==> src/design/pps_pkg.sv <==
// Package for the pick-and-place cycle sequencer: state and event types,
// command bytes, register indexes, reset values and the state-code mapping.
// No dependencies.
`default_nettype none

package pps_pkg;

    // Field widths
    localparam int unsigned POS_W     = 16;
    localparam int unsigned MS_W      = 16;
    localparam int unsigned ELAPSED_W = 17;
    localparam int unsigned CODE_W    = 5;
    localparam int unsigned EVENT_W   = 3;
    localparam int unsigned BYTE_W    = 8;
    localparam int unsigned CFG_IDX_W = 3;

    localparam logic [ELAPSED_W-1:0] ELAPSED_MAX = '1;

    // Command bytes
    localparam logic [BYTE_W-1:0] CMD_HOME  = 8'h68;  // 'h'
    localparam logic [BYTE_W-1:0] CMD_START = 8'h73;  // 's'

    // Configuration register indexes
    localparam logic [CFG_IDX_W-1:0] CFG_PICK_POSITION    = 3'd0;
    localparam logic [CFG_IDX_W-1:0] CFG_PICK_DELAY_MS    = 3'd1;
    localparam logic [CFG_IDX_W-1:0] CFG_PICK_HOLD_MS     = 3'd2;
    localparam logic [CFG_IDX_W-1:0] CFG_PLACE_DELAY_MS   = 3'd3;
    localparam logic [CFG_IDX_W-1:0] CFG_PLACE_HOLD_MS    = 3'd4;
    localparam logic [CFG_IDX_W-1:0] CFG_RETRACT_WAIT_MS  = 3'd5;
    localparam logic [CFG_IDX_W-1:0] CFG_RETRIEVE_WAIT_MS = 3'd6;

    // Register reset values
    localparam logic signed [POS_W-1:0] RST_PICK_POSITION = -16'sd1000;
    localparam logic [MS_W-1:0] RST_PICK_DELAY_MS    = 16'd10;
    localparam logic [MS_W-1:0] RST_PICK_HOLD_MS     = 16'd300;
    localparam logic [MS_W-1:0] RST_PLACE_DELAY_MS   = 16'd100;
    localparam logic [MS_W-1:0] RST_PLACE_HOLD_MS    = 16'd100;
    localparam logic [MS_W-1:0] RST_RETRACT_WAIT_MS  = 16'd100;
    localparam logic [MS_W-1:0] RST_RETRIEVE_WAIT_MS = 16'd200;

    typedef enum logic [17:0] {
        ST_IDLE            = 18'h00001,
        ST_HOME_REQ        = 18'h00002,
        ST_HOMING_X        = 18'h00004,
        ST_HOMING_Y        = 18'h00008,
        ST_AWAIT           = 18'h00010,
        ST_MOVE_PICK       = 18'h00020,
        ST_PICKING         = 18'h00040,
        ST_RETR_PART       = 18'h00080,
        ST_MOVE_PLACE      = 18'h00100,
        ST_PLACING         = 18'h00200,
        ST_RETR_PLACE      = 18'h00400,
        ST_WAIT_RETR       = 18'h00800,
        ST_RETRIEVING      = 18'h01000,
        ST_RETR_RETR       = 18'h02000,
        ST_MOVE_ORIGIN     = 18'h04000,
        ST_PLACE_ORIGIN    = 18'h08000,
        ST_RETR_EMPTY      = 18'h10000,
        ST_RET_HOME        = 18'h20000
    } t_phase;

    typedef enum logic [EVENT_W-1:0] {
        EV_NONE        = 3'd0,
        EV_HOME_START  = 3'd1,
        EV_X_HOMED     = 3'd2,
        EV_HOME_DONE   = 3'd3,
        EV_CYCLE_START = 3'd4,
        EV_NOT_HOMED   = 3'd5,
        EV_CYCLE_DONE  = 3'd6
    } t_event;

    // Externally visible state number, in declaration order
    function automatic logic [CODE_W-1:0] phase_code(input t_phase ph);
        logic [CODE_W-1:0] code;
        case (ph)
            ST_IDLE:         code = 5'd0;
            ST_HOME_REQ:     code = 5'd1;
            ST_HOMING_X:     code = 5'd2;
            ST_HOMING_Y:     code = 5'd3;
            ST_AWAIT:        code = 5'd4;
            ST_MOVE_PICK:    code = 5'd5;
            ST_PICKING:      code = 5'd6;
            ST_RETR_PART:    code = 5'd7;
            ST_MOVE_PLACE:   code = 5'd8;
            ST_PLACING:      code = 5'd9;
            ST_RETR_PLACE:   code = 5'd10;
            ST_WAIT_RETR:    code = 5'd11;
            ST_RETRIEVING:   code = 5'd12;
            ST_RETR_RETR:    code = 5'd13;
            ST_MOVE_ORIGIN:  code = 5'd14;
            ST_PLACE_ORIGIN: code = 5'd15;
            ST_RETR_EMPTY:   code = 5'd16;
            ST_RET_HOME:     code = 5'd17;
            default:         code = 5'd0;
        endcase
        return code;
    endfunction

endpackage

`default_nettype wire

==> src/design/pick_place_cycle_sequencer.sv <==
// A request passes through the input register, then the result register. One request
// per clock, back to back, while the result is not stalled; the result register lets a new
// request into the input register while the previous result waits to be taken.
// Reset (synchronous, active low): state IDLE, elapsed count zero, arm retracted,
// suction off, both stages empty, configuration registers at their defaults.
// Depends on pps_pkg.
`default_nettype none

module pick_place_cycle_sequencer (
    input  wire logic                                 i_clk,
    input  wire logic                                 i_rst_n,

    // configuration write port
    input  wire logic                                 i_cfg_we,
    input  wire logic [pps_pkg::CFG_IDX_W-1:0]        i_cfg_index,
    input  wire logic [pps_pkg::MS_W-1:0]             i_cfg_data,

    // request channel
    input  wire logic                                 i_in_valid,
    output logic                                      o_in_stall,
    input  wire logic                                 i_ms_tick,
    input  wire logic                                 i_rx_valid,
    input  wire logic [pps_pkg::BYTE_W-1:0]           i_rx_byte,
    input  wire logic                                 i_x_endstop_hit,
    input  wire logic                                 i_y_endstop_hit,
    input  wire logic                                 i_x_move_done,
    input  wire logic                                 i_y_move_done,
    input  wire logic                                 i_x_at_zero,
    input  wire logic                                 i_y_at_zero,

    // result channel
    output logic                                      o_out_valid,
    input  wire logic                                 i_out_stall,
    output logic [pps_pkg::CODE_W-1:0]                o_state_code,
    output logic                                      o_arm_extended,
    output logic                                      o_suction_on,
    output logic signed [pps_pkg::POS_W-1:0]          o_axis_target,
    output logic                                      o_move_request,
    output logic                                      o_home_x_run,
    output logic                                      o_home_y_run,
    output logic                                      o_zero_x,
    output logic                                      o_zero_y,
    output logic [pps_pkg::EVENT_W-1:0]               o_event_code
);

    // ------------------------------------------------------------------
    // Configuration registers
    // ------------------------------------------------------------------
    logic signed [pps_pkg::POS_W-1:0] r_pick_position;
    logic [pps_pkg::MS_W-1:0]         r_pick_delay_ms;
    logic [pps_pkg::MS_W-1:0]         r_pick_hold_ms;
    logic [pps_pkg::MS_W-1:0]         r_place_delay_ms;
    logic [pps_pkg::MS_W-1:0]         r_place_hold_ms;
    logic [pps_pkg::MS_W-1:0]         r_retract_wait_ms;
    logic [pps_pkg::MS_W-1:0]         r_retrieve_wait_ms;

    // Writes beyond the register list fall into the default arm and are dropped.
    always_ff @(posedge i_clk) begin
        if (!i_rst_n) begin
            r_pick_position    <= pps_pkg::RST_PICK_POSITION;
            r_pick_delay_ms    <= pps_pkg::RST_PICK_DELAY_MS;
            r_pick_hold_ms     <= pps_pkg::RST_PICK_HOLD_MS;
            r_place_delay_ms   <= pps_pkg::RST_PLACE_DELAY_MS;
            r_place_hold_ms    <= pps_pkg::RST_PLACE_HOLD_MS;
            r_retract_wait_ms  <= pps_pkg::RST_RETRACT_WAIT_MS;
            r_retrieve_wait_ms <= pps_pkg::RST_RETRIEVE_WAIT_MS;
        end else if (i_cfg_we) begin
            case (i_cfg_index)
                pps_pkg::CFG_PICK_POSITION:    r_pick_position    <= $signed(i_cfg_data);
                pps_pkg::CFG_PICK_DELAY_MS:    r_pick_delay_ms    <= i_cfg_data;
                pps_pkg::CFG_PICK_HOLD_MS:     r_pick_hold_ms     <= i_cfg_data;
                pps_pkg::CFG_PLACE_DELAY_MS:   r_place_delay_ms   <= i_cfg_data;
                pps_pkg::CFG_PLACE_HOLD_MS:    r_place_hold_ms    <= i_cfg_data;
                pps_pkg::CFG_RETRACT_WAIT_MS:  r_retract_wait_ms  <= i_cfg_data;
                pps_pkg::CFG_RETRIEVE_WAIT_MS: r_retrieve_wait_ms <= i_cfg_data;
                default: ;
            endcase
        end
    end

    // ------------------------------------------------------------------
    // Handshake: the pipeline advances when the result register is free
    // or its content is being taken this cycle.
    // ------------------------------------------------------------------
    logic r_in_valid;
    logic r_out_valid;
    logic w_out_free;
    logic w_adv;

    assign w_out_free = !r_out_valid || !i_out_stall;
    assign w_adv      = r_in_valid && w_out_free;
    assign o_in_stall = r_in_valid && !w_out_free;

    // ------------------------------------------------------------------
    // Input register
    // ------------------------------------------------------------------
    logic                          r_in_tick;
    logic                          r_in_rx_valid;
    logic [pps_pkg::BYTE_W-1:0]    r_in_rx_byte;
    logic                          r_in_x_end;
    logic                          r_in_y_end;
    logic                          r_in_done;
    logic                          r_in_zero;

    always_ff @(posedge i_clk) begin
        if (!i_rst_n) begin
            r_in_valid <= 1'b0;
        end else if (!o_in_stall) begin
            r_in_valid <= i_in_valid;
        end
    end

    // Fold the per-axis move-done and at-zero flags here: the sequencer only needs those for both axes together.
    always_ff @(posedge i_clk) begin
        if (i_in_valid && !o_in_stall) begin
            r_in_tick     <= i_ms_tick;
            r_in_rx_valid <= i_rx_valid;
            r_in_rx_byte  <= i_rx_byte;
            r_in_x_end    <= i_x_endstop_hit;
            r_in_y_end    <= i_y_endstop_hit;
            r_in_done     <= i_x_move_done && i_y_move_done;
            r_in_zero     <= i_x_at_zero && i_y_at_zero;
        end
    end

    // ------------------------------------------------------------------
    // Sequencer state
    // ------------------------------------------------------------------
    pps_pkg::t_phase                   r_phase;
    logic [pps_pkg::ELAPSED_W-1:0]     r_elapsed;
    logic                              r_extend;
    logic                              r_suction;

    pps_pkg::t_phase                   n_phase;
    logic [pps_pkg::ELAPSED_W-1:0]     n_elapsed;
    logic                              n_extend;
    logic                              n_suction;

    logic [pps_pkg::ELAPSED_W-1:0]     w_elapsed;
    logic [pps_pkg::ELAPSED_W-1:0]     w_pick_delay;
    logic [pps_pkg::ELAPSED_W-1:0]     w_pick_end;
    logic [pps_pkg::ELAPSED_W-1:0]     w_place_delay;
    logic [pps_pkg::ELAPSED_W-1:0]     w_place_end;
    logic [pps_pkg::ELAPSED_W-1:0]     w_retract_wait;
    logic [pps_pkg::ELAPSED_W-1:0]     w_retrieve_wait;

    logic signed [pps_pkg::POS_W-1:0]  w_target;
    logic                              w_move_req;
    logic                              w_home_x;
    logic                              w_home_y;
    logic                              w_zero_x;
    logic                              w_zero_y;
    pps_pkg::t_event                   w_event;

    // Window bounds are one bit wider than the registers, so delay plus hold
    // never wraps.
    assign w_pick_delay    = {1'b0, r_pick_delay_ms};
    assign w_pick_end      = {1'b0, r_pick_delay_ms} + {1'b0, r_pick_hold_ms};
    assign w_place_delay   = {1'b0, r_place_delay_ms};
    assign w_place_end     = {1'b0, r_place_delay_ms} + {1'b0, r_place_hold_ms};
    assign w_retract_wait  = {1'b0, r_retract_wait_ms};
    assign w_retrieve_wait = {1'b0, r_retrieve_wait_ms};

    // Count the tick first, saturating; every decision below sees the new count.
    assign w_elapsed = (r_in_tick && (r_elapsed != pps_pkg::ELAPSED_MAX))
                     ? r_elapsed + pps_pkg::ELAPSED_W'(1) : r_elapsed;

    always_comb begin
        n_phase    = r_phase;
        n_extend   = r_extend;
        n_suction  = r_suction;
        w_target   = '0;
        w_move_req = 1'b0;
        w_home_x   = 1'b0;
        w_home_y   = 1'b0;
        w_zero_x   = 1'b0;
        w_zero_y   = 1'b0;
        w_event    = pps_pkg::EV_NONE;

        case (r_phase)
            pps_pkg::ST_IDLE, pps_pkg::ST_AWAIT: begin
                // Take commands only here; any other byte is dropped.
                if (r_in_rx_valid) begin
                    if (r_in_rx_byte == pps_pkg::CMD_HOME) begin
                        w_event = pps_pkg::EV_HOME_START;
                        n_phase = pps_pkg::ST_HOME_REQ;
                    end else if (r_in_rx_byte == pps_pkg::CMD_START) begin
                        if (r_in_zero) begin
                            w_event    = pps_pkg::EV_CYCLE_START;
                            n_phase    = pps_pkg::ST_MOVE_PICK;
                            w_target   = r_pick_position;
                            w_move_req = 1'b1;
                        end else begin
                            // Start refused until both axes sit at zero.
                            w_event = pps_pkg::EV_NOT_HOMED;
                        end
                    end
                end
            end
            pps_pkg::ST_HOME_REQ: begin
                n_phase = pps_pkg::ST_HOMING_X;
            end
            pps_pkg::ST_HOMING_X: begin
                if (r_in_x_end) begin
                    w_zero_x = 1'b1;
                    w_event  = pps_pkg::EV_X_HOMED;
                    n_phase  = pps_pkg::ST_HOMING_Y;
                end else begin
                    w_home_x = 1'b1;
                end
            end
            pps_pkg::ST_HOMING_Y: begin
                if (r_in_y_end) begin
                    w_zero_y = 1'b1;
                    w_event  = pps_pkg::EV_HOME_DONE;
                    n_phase  = pps_pkg::ST_AWAIT;
                end else begin
                    w_home_y = 1'b1;
                end
            end
            pps_pkg::ST_MOVE_PICK: begin
                w_target   = r_pick_position;
                w_move_req = 1'b1;
                if (r_in_done) begin
                    n_phase = pps_pkg::ST_PICKING;
                end
            end
            pps_pkg::ST_MOVE_ORIGIN: begin
                w_target   = r_pick_position;
                w_move_req = 1'b1;
                if (r_in_done) begin
                    n_phase = pps_pkg::ST_PLACE_ORIGIN;
                end
            end
            pps_pkg::ST_MOVE_PLACE: begin
                // Place position is the home position, target zero.
                w_move_req = 1'b1;
                if (r_in_done) begin
                    n_phase = pps_pkg::ST_PLACING;
                end
            end
            pps_pkg::ST_RET_HOME: begin
                w_move_req = 1'b1;
                if (r_in_done) begin
                    w_event = pps_pkg::EV_CYCLE_DONE;
                    n_phase = pps_pkg::ST_AWAIT;
                end
            end
            pps_pkg::ST_PICKING, pps_pkg::ST_RETRIEVING: begin
                // Wait, then extend with suction for the hold window, then move on.
                if (w_elapsed >= w_pick_delay) begin
                    if (w_elapsed < w_pick_end) begin
                        n_extend  = 1'b1;
                        n_suction = 1'b1;
                    end else if (r_phase == pps_pkg::ST_PICKING) begin
                        n_phase = pps_pkg::ST_RETR_PART;
                    end else begin
                        n_phase = pps_pkg::ST_RETR_RETR;
                    end
                end
            end
            pps_pkg::ST_PLACING, pps_pkg::ST_PLACE_ORIGIN: begin
                // Wait, then extend for the hold window, then release suction.
                if (w_elapsed >= w_place_delay) begin
                    if (w_elapsed < w_place_end) begin
                        n_extend = 1'b1;
                    end else begin
                        n_suction = 1'b0;
                        if (r_phase == pps_pkg::ST_PLACING) begin
                            n_phase = pps_pkg::ST_RETR_PLACE;
                        end else begin
                            n_phase = pps_pkg::ST_RETR_EMPTY;
                        end
                    end
                end
            end
            pps_pkg::ST_RETR_PART: begin
                if (w_elapsed >= w_retract_wait) begin
                    n_extend = 1'b0;
                    n_phase  = pps_pkg::ST_MOVE_PLACE;
                end
            end
            pps_pkg::ST_RETR_PLACE: begin
                if (w_elapsed >= w_retract_wait) begin
                    n_extend = 1'b0;
                    n_phase  = pps_pkg::ST_WAIT_RETR;
                end
            end
            pps_pkg::ST_RETR_RETR: begin
                if (w_elapsed >= w_retract_wait) begin
                    n_extend = 1'b0;
                    n_phase  = pps_pkg::ST_MOVE_ORIGIN;
                end
            end
            pps_pkg::ST_RETR_EMPTY: begin
                if (w_elapsed >= w_retract_wait) begin
                    n_extend = 1'b0;
                    n_phase  = pps_pkg::ST_RET_HOME;
                end
            end
            pps_pkg::ST_WAIT_RETR: begin
                if (w_elapsed >= w_retrieve_wait) begin
                    n_phase = pps_pkg::ST_RETRIEVING;
                end
            end
            default: begin
                n_phase = pps_pkg::ST_IDLE;
            end
        endcase

        // Restart the millisecond count on every change of state.
        n_elapsed = (n_phase != r_phase) ? '0 : w_elapsed;
    end

    always_ff @(posedge i_clk) begin
        if (!i_rst_n) begin
            r_phase   <= pps_pkg::ST_IDLE;
            r_elapsed <= '0;
            r_extend  <= 1'b0;
            r_suction <= 1'b0;
        end else if (w_adv) begin
            r_phase   <= n_phase;
            r_elapsed <= n_elapsed;
            r_extend  <= n_extend;
            r_suction <= n_suction;
        end
    end

    // ------------------------------------------------------------------
    // Result register
    // ------------------------------------------------------------------
    logic [pps_pkg::CODE_W-1:0]        r_out_code;
    logic                              r_out_extend;
    logic                              r_out_suction;
    logic signed [pps_pkg::POS_W-1:0]  r_out_target;
    logic                              r_out_move_req;
    logic                              r_out_home_x;
    logic                              r_out_home_y;
    logic                              r_out_zero_x;
    logic                              r_out_zero_y;
    pps_pkg::t_event                   r_out_event;

    always_ff @(posedge i_clk) begin
        if (!i_rst_n) begin
            r_out_valid <= 1'b0;
        end else if (w_adv) begin
            r_out_valid <= 1'b1;
        end else if (!i_out_stall) begin
            r_out_valid <= 1'b0;
        end
    end

    always_ff @(posedge i_clk) begin
        if (w_adv) begin
            r_out_code     <= pps_pkg::phase_code(n_phase);
            r_out_extend   <= n_extend;
            r_out_suction  <= n_suction;
            r_out_target   <= w_target;
            r_out_move_req <= w_move_req;
            r_out_home_x   <= w_home_x;
            r_out_home_y   <= w_home_y;
            r_out_zero_x   <= w_zero_x;
            r_out_zero_y   <= w_zero_y;
            r_out_event    <= w_event;
        end
    end

    assign o_out_valid    = r_out_valid;
    assign o_state_code   = r_out_code;
    assign o_arm_extended = r_out_extend;
    assign o_suction_on   = r_out_suction;
    assign o_axis_target  = r_out_target;
    assign o_move_request = r_out_move_req;
    assign o_home_x_run   = r_out_home_x;
    assign o_home_y_run   = r_out_home_y;
    assign o_zero_x       = r_out_zero_x;
    assign o_zero_y       = r_out_zero_y;
    assign o_event_code   = r_out_event;

    // ------------------------------------------------------------------
    // Assertions
    // ------------------------------------------------------------------

    // The state and the elapsed count hold while no request is processed.
    a_hold_when_idle: assert property (@(posedge i_clk) disable iff (!i_rst_n)
        !w_adv |=> ($stable(r_phase) && $stable(r_elapsed)))
        else $error("sequencer state moved without a request");

    // A change of state restarts the millisecond count.
    a_elapsed_restart: assert property (@(posedge i_clk) disable iff (!i_rst_n)
        (w_adv && (n_phase != r_phase)) |=> (r_elapsed == '0))
        else $error("elapsed count not cleared on state change");

    // The arm is only ever extended in a pick, place or retract state.
    a_extend_states: assert property (@(posedge i_clk) disable iff (!i_rst_n)
        r_extend |-> (r_phase == pps_pkg::ST_PICKING || r_phase == pps_pkg::ST_RETRIEVING
                   || r_phase == pps_pkg::ST_PLACING || r_phase == pps_pkg::ST_PLACE_ORIGIN
                   || r_phase == pps_pkg::ST_RETR_PART || r_phase == pps_pkg::ST_RETR_PLACE
                   || r_phase == pps_pkg::ST_RETR_RETR || r_phase == pps_pkg::ST_RETR_EMPTY))
        else $error("arm extended outside a pick, place or retract state");

    // No target is presented without a move.
    a_target_zero: assert property (@(posedge i_clk) disable iff (!i_rst_n)
        (o_out_valid && !o_move_request) |-> (o_axis_target == '0))
        else $error("axis target set without move request");

    // Homing run and zeroing never coincide on an axis, nor does homing overlap a move.
    a_homing_exclusive: assert property (@(posedge i_clk) disable iff (!i_rst_n)
        o_out_valid |-> (!(o_home_x_run && o_zero_x) && !(o_home_y_run && o_zero_y)
                         && !(o_move_request && (o_home_x_run || o_home_y_run))))
        else $error("conflicting axis commands in one result");

endmodule

`default_nettype wire
==> config.mk <==
export PLATFORM = sky130hd
export DESIGN_NAME = pick_place_cycle_sequencer
export DESIGN_NICKNAME = d
export VERILOG_FILES = /design/src/design/pps_pkg.sv /design/src/design/pick_place_cycle_sequencer.sv
export SDC_FILE = /design/constraint.sdc
export NUM_CORES = 1
export LEC_CHECK = 0
export BUFFER_PORTS_ARGS = -buffer_cell sky130_fd_sc_hd__buf_2
export CAP_MARGIN = 20
export CELL_PAD_IN_SITES_DETAIL_PLACEMENT = 0
export CELL_PAD_IN_SITES_GLOBAL_PLACEMENT = 1
export CORE_AREA = 2 2 162 164
export DETAILED_ROUTE_END_ITERATION = 8
export DIE_AREA = 0 0 164 166
export MAX_ROUTING_LAYER = met4
export PLACE_DENSITY_LB_ADDON = 0.1
export SLEW_MARGIN = 10
export SYNTH_ARGS = -nofsm -noshare
export SYNTH_HDL_FRONTEND = slang
export SYNTH_SLANG_ARGS = --single-unit
==> constraint.sdc <==
create_clock -name i_clk -period 6.9 [get_ports i_clk]
set_input_delay 1.38 -clock i_clk [delete_from_list [all_inputs] [get_ports i_clk]]
set_output_delay 1.38 -clock i_clk [all_outputs]
set_load 0.01 [all_outputs]
==> qor.yml, run 1 <==
worst_setup_path:
  max_stage_delay_ps: 680
  cp-end-kind: "register"
  r2r_end: "o_state_code[1]$_DFFE_PP_"
  cp.required_ps: 7090
  cp.arrival_ps: 6480
  timing.rr.start: "r_pick_delay_ms[0]$_SDFFE_PN0P_"
  crit_cells: 25
  worst_setup_path_start_kind: "register"
  crit_family: "compound AO/OA/AOI/OAI gates"
  crit_buf_inv: 0
  crit_type: "reg -> reg"
  slowest_stage: "nor3_1"
  startpoint: "r_pick_delay_ms[0]$_SDFFE_PN0P_"
  cp_max_fo: 12
  crit_top_cell: "a21oi_1"
  worstSetupEndpoint: "o_state_code[1]$_DFFE_PP_"
  rr_worst_depth: 25
  reg2reg_setup_slack_ps: 610
placed_design:
  io_buffers: 72
  dp.cells: 1791
  pre_cts_ws_ps: 676
  hpwl_mm: 25.2
  gp_congestion: 0.902
sta:
  post-route-period-util_pct: 91.2
  fmaxAchievable_mhz: 159
  maxSlewHeadroom_pct: 30.1
  setup_tns_ps: 0
  period_minus_slack_ps: 6290
  rsz0062_at_grt: "no"
  worstMarginPinSlew_ps: 1040
  finalSetupViolCount: 0
  drv_slew: 0
  hold_viol_final: 0
  fin_skew_ps: 16.1
  setup_ws_ps: 610
pwr:
  ir_drop_uv: 126
  power_density_nw_per_um2: 190
  total_leakage_power_nw: 5.49
status:
  status: "finished, final reports clean"
cells_and_area:
  diodes: 0
  layout-drive-gt1-share_pct: 10.0
  area_growth_pct: 11.9
  finalNonFillerCells: 1825
  nets: 1643
hold_path:
  hold_path_class: "reg -> reg"
  whs_path_depth: 2
synthesis:
  synth_top_area_share_pct: 25.5
  ys_seq_area_share_pct: 36.9
  synthesis.area_um2: 11900
  ys_top_cells_by_area: "dfxtp_1 26%, ha_1 13%, edfxtp_1 11%"
  avgSynthCellArea_um2: 8.41
  synth_top_area_cell: "dfxtp_1"
  synth_cells: 1410
  synth-edff-count: 45
  synth_nets: 1576
  yosysWarnings: 0
  synth_cell_types: 67
  ys.flop_type: "dfxtp_1"
  async_reset_ff_share_pct: 0
  synth_seq_cells: 196
global_route:
  gr-total-overflow: 0
  grt_pass1_vias: 9512
  grt_pass1_wl_mm: 53.9
  grt_max_degree: 85
  grt_antenna_before_repair: 0
  grt_use_total_pct: 26.3
clock_network:
  cts_root_buffer: "clkbuf_16"
  cts_buffer_depth: 2
  htreeDepth: 4
  clock_sinks: 196
  cts_made_buffers: 17
  cts_resized: 0
  clk_pin_slew_ps: 80
  insertion_delay_ps: 450
  holdBufCountCts: 0
  cts_tree: "yes"
  post_cts_buffers: 0
routing:
  drt_iter0_drc: 1080
  vias_per_cell: 5.57
  drtAntennaViolNets: 0
  num_vias: 10200
  drc_errors: 0
  dr.pass1.iters: 7
  post_drt_wl_per_cell_um: 18.6
  wirelength_mm: 34.0
die:
  die_area_um2: 27200
  start_util_pct: 46.3
  io_pins: 73
  coreArea_um2: 25600
  die_h_um: 166
  die_w_um: 164
  placementRows: 59
run:
  maxCapViolations: 0
[report_power, final]
| part | internal [W] | leakage, nW | switching, W |
|---|---|---|---|
| Clock | 0.000526 | 0.297 | 0.000516 |
| Sequential | 0.00120 | 1.66 | 0.0000203 |
| Combinational | 0.0000889 | 3.54 | 0.000166 |
| Total | 0.00182 | 5.49 | 0.000702 |
[cell usage in the layout, fill, tap and decap left out, types with 10 or more instances in the layout]
cell type	netlist	final
inv_1	84	83
xnor2_1	33	33
ha_1	124	124
nand2_1	305	305
a21oi_1	55	55
nor4_1	12	12
a211oi_1	11	11
a21o_1	20	20
buf_4	0	23
edfxtp_1	45	45
nand3_1	53	53
and2_1	10	10
o21ai_0	42	42
dfxtp_1	151	151
nor2b_1	35	35
xor2_1	15	15
o211ai_1	13	13
nand4_1	27	27
a21boi_0	107	107
nor3_1	19	17
nand2b_1	12	12
buf_2	1	71
clkbuf_16	0	17
nor2_1	69	68
[worst min-delay path by stage]
stage / start / end / slack (ps)
finish: r_pick_position[4]$_SDFFE_PN1P_ / r_pick_position[4]$_SDFFE_PN1P_ / 460
detailed placement: r_pick_position[4]$_SDFFE_PN1P_ / r_pick_position[4]$_SDFFE_PN1P_ / 450
global route: r_pick_position[12]$_SDFFE_PN1P_ / r_pick_position[12]$_SDFFE_PN1P_ / 480
global placement: r_pick_position[4]$_SDFFE_PN1P_ / r_pick_position[4]$_SDFFE_PN1P_ / 440
floorplan: r_pick_position[10]$_SDFFE_PN1P_ / r_pick_position[10]$_SDFFE_PN1P_ / 430
CTS: r_pick_position[0]$_SDFFE_PN0P_ / r_pick_position[0]$_SDFFE_PN0P_ / 470
[through the flow]
step | hold WS (ps) | utilization [%] | total power (W) | instance area (um2)
2_1_floorplan | 433 | - | 0.00140 | 11900
3_3_place_gp | 443 | 49.3 | 0.00150 | 12600
3_5_place_dp | 447 | 49.3 | 0.00150 | 12600
4_1_cts | 466 | 51.7 | 0.00254 | 13200
5_1_grt | 483 | 51.8 | 0.00261 | 13300
6_report | 461 | 51.8 | 0.00252 | 13300
[layout make-up]
type / count / area (um2)
repair buffers: 96 / 544
fillers: 2436 / 12400
well taps: 335 / 419
clock inverters: 14 / 181
clock buffers: 18 / 429
inverters: 84 / 315
multi-input cells: 1082 / 6990
flip-flops and latches: 196 / 4370
[routing by layer]
metal | track usage [%] | wire [um]
met1 | 38.1 | 17000
met2 | 39.0 | 14800
met3 | 3.45 | 1610
met4 | 6.06 | 588
met5 | - | 0
[worst reg2reg max path, cell delays in order, from the launching register on]
cell and delay [ps]:
dfxtp_1 330, ha_1 230, fa_1 400, a21o_1 170, a21oi_1 220, nor2_1 60
o21ai_0 290, a21oi_1 170, a211oi_1 350, o21bai_1 100, a21oi_1 230, o21ai_0 190
a21o_1 210, a21oi_1 150, ha_1 170, nand3_1 120, nor4_1 260, o21ai_0 110
a31oi_1 170, nor4b_1 80, nor3_1 680, o2111ai_4 270, or2_1 470, a211o_1 390
nor2_1 110, nand4_1 90
[state kept, by name, indices dropped and copies added (netlist names), 3 cells and up]
name / flops
r_elapsed: 17
o_state_code: 5
r_phase: 18
r_place_delay_ms: 16
r_pick_position: 16
r_pick_delay_ms: 16
r_in_rx_byte: 8
o_event_code: 3
o_axis_target: 16
r_place_hold_ms: 16
r_retract_wait_ms: 16
r_pick_hold_ms: 16
r_retrieve_wait_ms: 16
[cell usage after synthesis (4+ instances only)]
| cell type | count |
|---|---|
| a211oi_1 | 11 |
| a21boi_0 | 107 |
| a21o_1 | 20 |
| a21oi_1 | 55 |
| a22oi_1 | 8 |
| a31oi_1 | 7 |
| and2_1 | 10 |
| and3_1 | 8 |
| and3b_1 | 4 |
| clkbuf_1 | 45 |
| dfxtp_1 | 151 |
| edfxtp_1 | 45 |
| ha_1 | 124 |
| inv_1 | 84 |
| nand2_1 | 305 |
| nand2b_1 | 12 |
| nand3_1 | 53 |
| nand3b_1 | 9 |
| nand4_1 | 27 |
| nor2_1 | 69 |
| nor2b_1 | 35 |
| nor3_1 | 19 |
| nor4_1 | 12 |
| nor4b_1 | 6 |
| o2111ai_1 | 4 |
| o211a_1 | 5 |
| o211ai_1 | 13 |
| o21a_1 | 5 |
| o21ai_0 | 42 |
| o21bai_1 | 4 |
| or2_2 | 7 |
| or3_1 | 6 |
| xnor2_1 | 33 |
| xor2_1 | 15 |
[cell families after synthesis]
family	after synthesis	share of synthesized area, %
muxes	1	0.127
xor gates and xnor gates	49	3.68
adders and majority gates	129	13.7
DFF	196	36.9
buffers and inverters	132	4.19
AOI/OAI and AO/OA	306	17.9
and+or+nand+nor	597	23.5
Note: power is estimated with default switching activity, not from simulation.
==> run 2: changes to the inputs <==
CELL_PAD_IN_SITES_DETAIL_PLACEMENT = not set   (was 0)
CELL_PAD_IN_SITES_GLOBAL_PLACEMENT = not set   (was 1)
CORE_AREA = 2 2 157 159   (was 2 2 162 164)
DIE_AREA = 0 0 159 161   (was 0 0 164 166)
PLACE_DENSITY = 0.67   (was not set)
PLACE_DENSITY_LB_ADDON = not set   (was 0.1)
==> run 2 against run 1 <==
Against the previous run: final cell count decreased by 0.44%; critical endpoint unchanged; critical path depth unchanged; highest routed layer unchanged; clock power decreased by 8%; die area decreased by 6.0%; final area decreased by 0.42%; largest cell class unchanged.
==> qor.yml, run 2 (synthesis results as in run 1) <==
global_route:
  grt_use_total_pct: 25.3
  met1_usage_pct: 33.8
  gr-total-overflow: 0
  top_usage_layer: "met2"
  grt_pass1_vias: 9491
  grt_pass1_wl_mm: 49.9
  grt_use_met2_pct: 39.3
  grt_antenna_before_repair: 1
  grt_max_degree: 100
  met3_usage_pct: 3.75
clock_network:
  insertion_delay_ps: 440
  post_cts_buffers: 0
  cts_buffer_depth: 2
  htreeDepth: 4
  cts_tree: "yes"
  clock_sinks: 196
  cts_resized: 0
  clk_pin_slew_ps: 80
  holdBufCountCts: 0
  cts_root_buffer: "clkbuf_16"
  cts_made_buffers: 17
sta:
  setup_tns_ps: 0
  maxSlewHeadroom_pct: 28.8
  post-route-period-util_pct: 92.3
  finalSetupViolCount: 0
  period_minus_slack_ps: 6370
  fmaxAchievable_mhz: 157
  fin_skew_ps: 14.6
  drv_slew: 0
  hold_viol_final: 0
  worstMarginPinSlew_ps: 1060
  rsz0062_at_grt: "no"
die:
  placementRows: 57
  die_area_um2: 25600
  coreArea_um2: 24000
  io_pins: 73
  die_h_um: 161
  die_w_um: 159
  start_util_pct: 49.5
cells_and_area:
  layout-drive-gt1-share_pct: 9.92
  area_growth_pct: 11.4
  nets: 1645
  largest_reg_flops: 18
  reg_top3: "r_phase: 18 flops, r_elapsed: 17 flops"
  final_common_cell: "nand2_1"
  fillers: 2267
  top_register: "r_phase"
  fin_area_um2: 13200
  layout.cells.most_common_list: "305 x nand2_1, 151 x dfxtp_1, 124 x ha_1"
placed_design:
  io_buffers: 72
  gp_congestion: 0.927
  hpwl_mm: 23.0
  placed_area_um2: 12600
worst_setup_path:
  max_stage_delay_ps: 820
  r2r_end: "o_state_code[1]$_DFFE_PP_"
  crit_type: "reg -> reg"
  cp.arrival_ps: 6550
  timing.rr.start: "r_elapsed[0]$_SDFFE_PN0P_"
  cp-end-kind: "register"
  startpoint: "r_elapsed[0]$_SDFFE_PN0P_"
  crit_buf_inv: 1
  reg2reg_setup_slack_ps: 530
  slowest_stage: "nor3_1"
  cp.required_ps: 7080
  cp_max_fo: 12
  crit_family: "simple AND/OR/NAND/NOR gates"
  worst_setup_path_start_kind: "register"
  rr_worst_depth: 25
routing:
  drtAntennaViolNets: 0
  post_drt_wl_per_cell_um: 17.4
  num_vias: 10300
  drc_errors: 0
  dr.pass1.iters: 5
  wirelength_mm: 31.5
  drt_iter0_drc: 744
  vias_per_cell: 5.65
pwr:
  total_leakage_power_nw: 5.48
  switching_power_w: 0.000635
  comb_power_share_pct: 10.2
  ir_drop_uv: 132
  power_frac_seq_pct: 50.4
  swShare_pct: 26.2
  clkPwrFrac_pct: 39.4
  internal_power_w: 0.00179
  power_density_nw_per_um2: 184
run:
  maxCapViolations: 0
hold_path:
  worstHoldStart: "r_pick_position[12]$_SDFFE_PN1P_"
  whs_path_depth: 2
  hold_end: "r_pick_position[12]$_SDFFE_PN1P_"
  hold_path_class: "reg -> reg"
status:
  status: "finished, final reports clean"
-- run 2: cell count changes in the layout (fill, tap and decap cells not counted), moves of 2 or more --
cell / before / now
clkinvlp_4: 0 / 2
clkinv_2: 0 / 2
inv_6: 4 / 6
buf_4: 23 / 26
clkinv_1: 0 / 2
clkinv_8: 3 / 0
inv_8: 3 / 0
-- run 2: worst max-delay path by stage --
| stage | endpoint | slack (ps) | cells after the start |
|---|---|---|---|
| 3_3_place_gp | o_state_code[1]$_DFFE_PP_ | 830 | 25 |
| 3_5_place_dp | o_state_code[1]$_DFFE_PP_ | 680 | 25 |
| 4_1_cts | o_state_code[1]$_DFFE_PP_ | 630 | 25 |
| 6_report | o_state_code[1]$_DFFE_PP_ | 530 | 25 |
| 5_1_grt | o_state_code[1]$_DFFE_PP_ | 70 | 25 |
| 2_1_floorplan | o_state_code[1]$_DFFE_PP_ | 1480 | 24 |
-- run 2: per-stage QoR --
step	std cells	hold slack, ps	total power (W)	worst slack [ps]	utilization [%]
2_1_floorplan	1410	433	0.00140	1480	-
3_3_place_gp	1783	448	0.00149	834	52.7
3_5_place_dp	1783	450	0.00149	682	52.7
4_1_cts	1815	464	0.00245	631	55.0
5_1_grt	1817	486	0.00252	71.5	55.1
6_report	1817	460	0.00243	530	55.1
-- run 2: tightest hold or removal path, delay by kind of cell (launching register included) --
kind,cells,cell delay [ps]
AND/OR/NAND/NOR,2,110
flip-flops,1,320
-- run 2: power by group through the flow --
stage / logic [W] / clock network (W) / registers, W
final: 0.000248 / 0.000958 / 0.00122
after global routing: 0.000275 / 0.00102 / 0.00123
after CTS: 0.000246 / 0.000977 / 0.00122
after detailed placement: 0.000245 / 0 / 0.00125
after global placement: 0.000243 / 0 / 0.00125
after floorplan: 0.000158 / 0 / 0.00125
-- run 2: cell type report --
cell class              instances  area, um2  share of cell area [%]
diodes                          1       2.50                  0.0190
clock buffers                  18        429                    3.25
repair buffers                 98        562                    4.26
well taps                     324        405                    3.07
clock inverters                14        124                   0.938
inverters                      84        315                    2.39
flip-flops and latches        196       4370                    33.1
multi-input cells            1082       6990                    52.9
-- run 2: routing by layer --
layer / vias to the layer above / share of wire, % / routed length (um)
li1: 5071 / - / -
met1: 4811 / 46 / 14600
met2: 323 / 45 / 14200
met3: 60 / 5.8 / 1840
met4: 0 / 2.9 / 899
met5: - / 0 / 0
==> run 3: changes to the inputs <==
CORE_AREA = 2 2 150 152   (was 2 2 157 159)
DIE_AREA = 0 0 152 154   (was 0 0 159 161)
PLACE_DENSITY = 0.73   (was 0.67)
==> run 3 against run 2 <==
Against the previous run: count of clock-buffer cells in the layout up 1; final area shrank 0.59%; maximum frequency shrank 1.5%; sequential cell count unchanged; global-route usage up 2.8 points; clock power is 0.4% higher; utilization rose by 5.4 points; register-to-register slack got worse by 95 ps; clock skew shrank 2.4 ps; combinational power is essentially flat; worst hold slack better by 5.0 ps; critical path depth is 2 lower.
==> qor.yml, run 3 (synthesis results as in run 1) <==
status:
  status: "finished, final reports clean"
sta:
  maxSlewHeadroom_pct: 33.4
  worstMarginPinSlew_ps: 990
  hold_viol_final: 0
  finalSetupViolCount: 0
  setup_tns_ps: 0
  period_minus_slack_ps: 6470
  fmaxAchievable_mhz: 155
  drv_slew: 0
  post-route-period-util_pct: 93.7
  rsz0062_at_grt: "no"
  fin_skew_ps: 12.2
clock_network:
  insertion_delay_ps: 450
  clock_sinks: 196
  clk_pin_slew_ps: 80
  holdBufCountCts: 0
  htreeDepth: 4
  post_cts_buffers: 0
  cts_resized: 0
  cts_buffer_depth: 2
  cts_made_buffers: 17
  cts_tree: "yes"
  cts_root_buffer: "clkbuf_16"
routing:
  num_vias: 10300
  dr.pass1.iters: 5
  wirelength_mm: 31.9
  drt_iter0_drc: 780
  drc_errors: 0
  post_drt_wl_per_cell_um: 18.0
  drtAntennaViolNets: 0
  vias_per_cell: 5.84
global_route:
  grt_use_total_pct: 28.1
  grt_pass1_vias: 9759
  grt_antenna_before_repair: 0
  grt_max_degree: 85
  gr-total-overflow: 0
  grt_pass1_wl_mm: 51.0
cells_and_area:
  diodes: 0
  reg_top3: "r_phase: 18 flops, r_elapsed: 17 flops"
  nets: 1643
  fillers: 1930
  top_register: "r_phase"
  layout-drive-gt1-share_pct: 9.66
  largest_reg_flops: 18
  area_growth_pct: 10.7
  finalNonFillerCells: 1770
  final_common_cell: "nand2_1"
  layout.cells.most_common_list: "305 x nand2_1, 151 x dfxtp_1, 124 x ha_1"
worst_setup_path:
  max_stage_delay_ps: 670
  cp.required_ps: 7090
  cp.arrival_ps: 6650
  timing.rr.start: "r_elapsed[0]$_SDFFE_PN0P_"
  cp-end-kind: "register"
  r2r_end: "o_state_code[1]$_DFFE_PP_"
  reg2reg_setup_slack_ps: 430
  crit_type: "reg -> reg"
  cp_cell_sequence: "ha_1, nand3_1, nor4_1, ha_1, nand2b_1, nor2_1, and3_1, and3_1, nand2_1, nor2_1, nand4_1, xnor2_1, ha_1, nand3_1, or4_1, or4_1, o211a_2, o21ai_4, o2111ai_4, or2_1, a211o_1, nor2_1, nand4_1"
  slowest_stage: "xnor2_1"
  cp_max_fo: 12
  rr_worst_depth: 23
  worst_setup_path_start_kind: "register"
placed_design:
  dp.cells: 1737
  io_buffers: 72
  gp_congestion: 0.929
  hpwl_mm: 23.2
die:
  die_h_um: 154
  coreArea_um2: 21700
  io_pins: 73
  die_area_um2: 23400
  placementRows: 54
  start_util_pct: 54.6
  die_w_um: 152
hold_path:
  hold_end: "r_pick_position[5]$_SDFFE_PN0P_"
  whs_path_depth: 2
  hold_path_class: "reg -> reg"
  worstHoldStart: "r_pick_position[5]$_SDFFE_PN0P_"
pwr:
  total_leakage_power_nw: 5.47
  power_density_nw_per_um2: 186
  ir_drop_uv: 165
run:
  maxCapViolations: 0
[run 3: cell types whose count changed in the layout (fill, tap and decap cells not counted), sizes merged]
cell | before | now
buf | 98 | 96
clkbuf | 18 | 19
clkinvlp | 2 | 0
diode | 1 | 0
inv | 90 | 91
[run 3: area by class of cell]
type,instances,area [um2],share of cell area (%)
clock buffers,19,433,3.30
flip-flops and latches,196,4370,33.3
inverters,84,315,2.40
repair buffers,96,547,4.17
well taps,280,350,2.67
multi-input cells,1082,6990,53.2
clock inverters,13,118,0.896
[run 3: routing by layer]
metal / routed length [um] / global-route usage (%) / up-vias / part of all wire [%]
met1: 14100 / 37.9 / 4831 / 44
met2: 14400 / 43.3 / 368 / 45
met4: 834 / 8.90 / 0 / 2.6
li1: - / - / 5074 / -
met5: 0 / - / - / 0
met3: 2470 / 4.79 / 57 / 7.8
[run 3: power by group]
group	switching (W)	leakage, nW	internal, W
logic	0.000161	3.54	0.0000882
registers	0.0000202	1.66	0.00120
clock network	0.000459	0.273	0.000503
[run 3: stage by stage]
stage / worst slack [ps] / util (%) / total power [W] / hold WS, ps / area [um2]
after floorplan: 1480 / - / 0.00140 / 433 / 11900
after global placement: 773 / 57.9 / 0.00149 / 444 / 12600
after detailed placement: 603 / 57.9 / 0.00149 / 452 / 12600
after CTS: 526 / 60.4 / 0.00245 / 467 / 13100
after global routing: 124 / 60.5 / 0.00252 / 492 / 13100
final: 435 / 60.5 / 0.00243 / 465 / 13100
[run 3: critical path, delay by kind of cell, from the launching register on]
family	cells	cell delay (ps)
fa+ha+maj	3	750
simple gates	15	3390
compound gates	4	1030
xor+xnor	1	670
flops	1	350
[run 3: how the worst max path moves through the flow]
stage / cells after the start / endpoint / startpoint
detailed placement: 23 / o_state_code[1]$_DFFE_PP_ / r_elapsed[0]$_SDFFE_PN0P_
global route: 23 / o_state_code[1]$_DFFE_PP_ / r_elapsed[0]$_SDFFE_PN0P_
global placement: 23 / o_state_code[1]$_DFFE_PP_ / r_elapsed[0]$_SDFFE_PN0P_
floorplan: 24 / o_state_code[1]$_DFFE_PP_ / r_elapsed[2]$_SDFFE_PN0P_
finish: 23 / o_state_code[1]$_DFFE_PP_ / r_elapsed[0]$_SDFFE_PN0P_
CTS: 24 / o_state_code[1]$_DFFE_PP_ / r_elapsed[0]$_SDFFE_PN0P_
